<file path="src/design/mi4_pkg.sv">
// Shared constants, widths, control structs and operand tables for the 4x4 inverse.
// Used by mi4_mac, mi4_div and matrix_inverse_4x4_core; depends on nothing else.
package mi4_pkg;

    // Fixed-point format and derived shift of the numerator
    localparam int FRAC_BITS = 16;
    localparam int SHIFT     = 2 * FRAC_BITS;

    // Element and multiplier limb widths
    localparam int W_EL   = 32;
    localparam int W_LIMB = 32;
    localparam int N_LIMB = 4;
    localparam int W_A    = W_LIMB * N_LIMB;
    localparam int W_PROD = W_LIMB + 1 + W_EL;

    // Exact widths of the 2x2 minors, 3x3 cofactors and determinant
    localparam int W_MIN = 2 * W_EL + 2;
    localparam int W_COF = W_MIN + W_EL + 2;
    localparam int W_ACC = W_COF + W_EL + 4;

    // Divider widths
    localparam int W_NUM    = W_COF + SHIFT;
    localparam int W_DEN_SH = W_ACC + W_EL;
    localparam int W_CMP    = (W_NUM > W_DEN_SH) ? W_NUM : W_DEN_SH;
    localparam int W_REM    = W_ACC + 1;

    localparam int N_EL  = 16;
    localparam int N_MIN = 12;
    localparam int N_ADJ = 16;

    typedef logic [3:0] t_idx;
    typedef logic [1:0] t_limb;

    // Command word from the sequencer to the multiply-accumulate unit
    typedef struct packed {
        logic  start;
        logic  clr;
        logic  neg;
        t_limb top;
    } t_mac_ctl;

    // 2x2 minor m: el[a]*el[b] - el[c]*el[d], packed as {a, b, c, d}.
    // Minors 0..5 pair rows 0 and 1, minors 6..11 pair rows 2 and 3.
    function automatic logic [15:0] minor_terms(input t_idx m);
        logic [15:0] r;
        case (m)
            4'd0:    r = 16'h0541;
            4'd1:    r = 16'h0642;
            4'd2:    r = 16'h0743;
            4'd3:    r = 16'h1652;
            4'd4:    r = 16'h1753;
            4'd5:    r = 16'h2763;
            4'd6:    r = 16'h8DC9;
            4'd7:    r = 16'h8ECA;
            4'd8:    r = 16'h8FCB;
            4'd9:    r = 16'h9EDA;
            4'd10:   r = 16'h9FDB;
            4'd11:   r = 16'hAFEB;
            default: r = 16'h0000;
        endcase
        return r;
    endfunction

    // Adjugate entry k (row-major): three terms element x minor,
    // packed as {el0, mi0, el1, mi1, el2, mi2}; signs alternate by parity.
    function automatic logic [23:0] adj_terms(input t_idx k);
        logic [23:0] r;
        case (k)
            4'd0:    r = 24'h5B6A79;
            4'd1:    r = 24'h1B2A39;
            4'd2:    r = 24'hD5E4F3;
            4'd3:    r = 24'h95A4B3;
            4'd4:    r = 24'h4B6877;
            4'd5:    r = 24'h0B2837;
            4'd6:    r = 24'hC5E2F1;
            4'd7:    r = 24'h85A2B1;
            4'd8:    r = 24'h4A5876;
            4'd9:    r = 24'h0A1836;
            4'd10:   r = 24'hC4D2F0;
            4'd11:   r = 24'h8492B0;
            4'd12:   r = 24'h495766;
            4'd13:   r = 24'h091726;
            4'd14:   r = 24'hC3D1E0;
            default: r = 24'h8391A0;
        endcase
        return r;
    endfunction

endpackage

</file>
<file path="src/design/mi4_mac.sv">
// Limb-serial multiply-accumulate unit: wide signed operand times a 32-bit element.
// Depends on mi4_pkg for widths and the t_mac_ctl command struct.
module mi4_mac (
    input  logic                            i_clk,
    input  logic                            i_rst_n,
    input  mi4_pkg::t_mac_ctl               i_ctl,
    input  logic [mi4_pkg::W_A-1:0]         i_a,
    input  logic signed [mi4_pkg::W_EL-1:0] i_b,
    output logic                            o_done,
    output logic signed [mi4_pkg::W_ACC-1:0] o_acc
);

    logic [mi4_pkg::W_A-1:0]            r_a;
    logic signed [mi4_pkg::W_EL-1:0]    r_b;
    mi4_pkg::t_limb                     r_top;
    mi4_pkg::t_limb                     r_limb;
    mi4_pkg::t_limb                     r_pshift;
    logic                               r_neg;
    logic                               r_run;
    logic                               r_pvalid;
    logic                               r_plast;
    logic                               r_done;
    logic signed [mi4_pkg::W_PROD-1:0]  r_prod;
    logic signed [mi4_pkg::W_ACC-1:0]   r_acc;

    logic [mi4_pkg::W_LIMB-1:0]         limb;
    logic                               ext;
    logic signed [mi4_pkg::W_LIMB:0]    limb_s;
    logic signed [mi4_pkg::W_ACC-1:0]   term;

    // Pick the current limb; only the top limb carries the sign
    always_comb begin
        limb   = r_a[r_limb*mi4_pkg::W_LIMB +: mi4_pkg::W_LIMB];
        ext    = (r_limb == r_top) ? limb[mi4_pkg::W_LIMB-1] : 1'b0;
        limb_s = {ext, limb};
        term   = mi4_pkg::W_ACC'(r_prod) <<< (mi4_pkg::W_LIMB * r_pshift);
    end

    // Sequence limbs and flag the final accumulate
    always_ff @(posedge i_clk) begin
        if (!i_rst_n) begin
            r_run    <= 1'b0;
            r_pvalid <= 1'b0;
            r_done   <= 1'b0;
            r_limb   <= '0;
        end else begin
            r_done   <= r_pvalid && r_plast;
            r_pvalid <= r_run;
            if (r_run) begin
                r_limb <= r_limb + 2'd1;
                if (r_limb == r_top) begin
                    r_run <= 1'b0;
                end
            end
            if (i_ctl.start) begin
                r_run  <= 1'b1;
                r_limb <= '0;
            end
        end
    end

    // Multiply one limb, then shift and accumulate the registered product
    always_ff @(posedge i_clk) begin
        if (i_ctl.start) begin
            r_a   <= i_a;
            r_b   <= i_b;
            r_top <= i_ctl.top;
            r_neg <= i_ctl.neg;
        end
        if (r_run) begin
            r_prod   <= mi4_pkg::W_PROD'(limb_s) * mi4_pkg::W_PROD'(r_b);
            r_pshift <= r_limb;
            r_plast  <= (r_limb == r_top);
        end
        if (i_ctl.start && i_ctl.clr) begin
            r_acc <= '0;
        end else if (r_pvalid) begin
            r_acc <= r_neg ? (r_acc - term) : (r_acc + term);
        end
    end

    assign o_done = r_done;
    assign o_acc  = r_acc;

endmodule

</file>
<file path="config.mk">
export PLATFORM = sky130hd
export DESIGN_NAME = mi4_mac
export DESIGN_NICKNAME = d
export VERILOG_FILES = /design/src/design/mi4_pkg.sv /design/src/design/mi4_mac.sv
export SDC_FILE = /design/constraint.sdc
export NUM_CORES = 2
export LEC_CHECK = 0
export ABC_AREA = 1
export BUFFER_PORTS_ARGS = -buffer_cell sky130_fd_sc_hd__clkbuf_2
export CAP_MARGIN = 20
export CORE_ASPECT_RATIO = 0.9
export CORE_MARGIN = 10
export CORE_UTILIZATION = 40
export CTS_CLUSTER_SIZE = 25
export DETAILED_ROUTE_END_ITERATION = 6
export PLACE_DENSITY = 0.66
export SYNTH_ARGS = -nofsm -noshare
export SYNTH_HDL_FRONTEND = slang
export SYNTH_SLANG_ARGS = --single-unit
</file>
<file path="constraint.sdc">
create_clock -name i_clk -period 7.6 [get_ports i_clk]
set_input_delay 0.76 -clock i_clk [delete_from_list [all_inputs] [get_ports i_clk]]
set_output_delay 0.76 -clock i_clk [all_outputs]
set_load 0.1 [all_outputs]
</file>
==> results.py <==
metrics = {
    "drt": {
        "antenna_left": 0,
        "viasPerCell": 5.41,
        "wl_per_cell_um": 25.2,
        "routed_wl_um": 309000,
        "drc": 2,
        "firstDrtPassIters": 7,
        "via_count": 66300,
        "first_iter_violations": 6933,
    },
    "critical_path": {
        "cpPeakStageDelay_ns": 0.69,
        "arrival_ns": 8.20,
        "critPathTopFamily": "adder cells",
        "required_ns": 8.06,
        "critPathCaptureType": "flop",
        "cp_max_fo": 5,
        "regToRegSetupSlack_ns": -0.13,
        "worstReg2RegStart": "r_limb[0]",
        "crit_top_cell": "fa_1",
        "path_buf_inv": 7,
        "crit_path_start_kind": "flop",
        "rr_endpoint": "r_prod[60]",
        "worstSetupPathType": "flop to flop",
        "r2r_cells": 26,
        "slowest_stage": "fa_2",
    },
    "synthesis": {
        "synth_top_area_frac": 0.330,
        "synth_edf_count": 231,
        "synth_area_um2": 67600,
        "yosys-top-cells-area": "fa_1 33%, inv_1 10%, edfxtp_1 10%, nand2_1 9.9%, nor2_1 8.4%",
        "ys_top_cells_by_count": "1858 x inv_1, 1783 x nand2_1, 1521 x nor2_1, 1113 x fa_1, 399 x o21ai_0",
        "synth_warnings": 0,
        "synth_flop_cell": "edfxtp_1",
        "yosys.area.top_type": "fa_1",
        "synth_most_common_cell": "inv_1",
        "syn_avg_cell_area_um2": 7.43,
        "synth_nets": 10700,
        "synth_seq_area_share": 0.144,
        "synthArstFlopShare": 0,
        "ys_types": 53,
        "ys_ff_latch": 372,
        "synthesis.instances": 9099,
    },
    "final_layout": {
        "final_core_util": 0.491,
        "nets": 11600,
        "area_growth_syn_to_layout_pct": 22.2,
        "drive_above_1_share": 0.172,
    },
    "min_path": {
        "whs_endpoint": "r_b[1]",
        "hold_depth": 1,
        "hold_class": "input pin to flop",
        "min_from": "i_b[1]",
    },
    "clocking": {
        "cts_root_buf": "clkbuf_16",
        "cts_hold_buf": 0,
        "cts_tree": "done",
        "clk_path_buf_depth": 3,
        "clk_latency_ns": 0.71,
        "numCtsBuffers": 50,
        "cts_sinks": 372,
        "clkTransAtPathRegs_ns": 0.07,
        "cts_max_level": 2,
    },
    "timing": {
        "fin_skew_ns": 0.0698,
        "max-slew-margin-rel": 0.219,
        "setup_viol": 16,
        "finalSetupTns_ns": -1.09,
        "drv_slew": 0,
        "rsz0062_at_grt": "true",
        "whs_ns": 0.228,
        "period_share": 1.02,
        "fmax_ghz": 0.129,
        "fin_crit_ns": 7.73,
        "worst_pin_slew_ns": 1.16,
        "finalHoldViolations": 0,
        "layout_setup_ws_ns": -0.134,
    },
    "global_routing": {
        "track_usage": 0.323,
        "grt_overflow": 0,
        "grt_start_max_net_pins": 124,
        "grt_pass1_wl_um": 444000,
        "antenna_found_initial": 14,
        "grt_pass1_vias": 66700,
    },
    "status": {
        "violations": "design-rule violations, negative setup slack",
        "status": "finished, violations left",
    },
    "place": {
        "portBuffers": 303,
        "place_congestion": 1.05,
        "dp_worst_setup_slack_ns": -0.674,
        "dp_hpwl_um": 264000,
    },
    "floorplanning": {
        "die_y_um": 410,
        "die_w_um": 453,
        "io_pins": 304,
        "start_util": 0.401,
        "coreArea_um2": 168000,
        "die_area_um2": 186000,
        "rows": 143,
    },
    "job": {
        "maxCapViolCount": 0,
    },
}
-- through the flow --
step,instances,area (um^2)
2_1_floorplan,9099,67800
6_report,12300,82600
4_1_cts,12200,80200
3_3_place_gp,12100,77300
3_5_place_dp,12100,77300
5_1_grt,12300,82600
-- area by class of cell --
type / instances / area [um^2]
clock inverter: 32 / 318
inverter: 1884 / 7130
fill: 16400 / 85700
clock buffer: 62 / 1380
timing repair buffer: 1104 / 9320
antenna: 6 / 15.0
tap: 2247 / 2810
sequential: 372 / 9770
multi-input combinational: 6558 / 51900
-- state kept, by name, indices dropped and copies added (netlist names) --
name,cells
o_acc,136
o_done,1
r_a,128
r_b,32
r_limb,2
r_neg,1
r_plast,1
r_prod,65
r_pshift,2
r_pvalid,1
r_run,1
r_top,2
-- worst max path at each step --
| stage | endpoint | start | cells after the start | slack [ns] |
|---|---|---|---|---|
| 2_1_floorplan | r_prod[58] | r_limb[0] | 35 | -0.11 |
| 3_3_place_gp | r_prod[64] | r_limb[0] | 29 | -0.58 |
| 3_5_place_dp | r_prod[64] | r_limb[0] | 29 | -0.67 |
| 4_1_cts | r_prod[57] | r_limb[0] | 30 | -0.08 |
| 5_1_grt | r_prod[57] | r_limb[0] | 31 | -0.39 |
| 6_report | r_prod[60] | r_limb[0] | 26 | -0.13 |
-- metal layers --
| layer | up-vias | wire length, um | track usage |
|---|---|---|---|
| met5 | - | 82 | 0 |
| met3 | 759 | 34100 | 0.0832 |
| met2 | 3672 | 130000 | 0.480 |
| met4 | 12 | 18600 | 0.154 |
| li1 | 29400 | - | - |
| met1 | 32500 | 126000 | 0.438 |
-- layout by cell type (no fill, tap or decap), types with 50 or more instances in the layout --
cell / Yosys / final
a21oi_1: 358 / 310
buf_12: 0 / 106
buf_4: 3 / 624
buf_6: 6 / 50
clkbuf_16: 0 / 59
clkbuf_2: 0 / 302
dfxtp_1: 141 / 137
edfxtp_1: 231 / 231
fa_1: 1113 / 1048
fa_2: 0 / 65
ha_1: 322 / 280
inv_1: 1858 / 1787
inv_2: 10 / 70
nand2_1: 1783 / 1697
nand2_2: 6 / 68
nand3_1: 359 / 335
nand4_1: 68 / 68
nor2_1: 1521 / 1452
nor2_2: 8 / 51
nor3_1: 63 / 54
o21ai_0: 399 / 363
xnor2_1: 78 / 77
xor2_1: 193 / 187
-- cell families (layout without fill, tap and decap cells) --
kind of cell | after synthesis | count (layout) | share of synthesized area
AOI/OAI and AO/OA | 986 | 986 | 0.0810
xor gates and xnor gates | 271 | 271 | 0.0351
adders and majority gates | 1435 | 1435 | 0.389
buffers and inverters | 2169 | 3082 | 0.122
DFF | 372 | 372 | 0.144
other | 0 | 6 | 0
and+or+nand+nor | 3866 | 3866 | 0.229
-- timing repair --
action / in CTS / in global routing
pin swaps: 78 / 127
gates resized for setup: 245 / 453
cloned: 4 / 7
buffers inserted: 21 / 66
setup endpoints to repair: 38 / 41
Power is not shown: default switching activity piles up to over one toggle a cycle in this logic, so the estimate is an artifact.
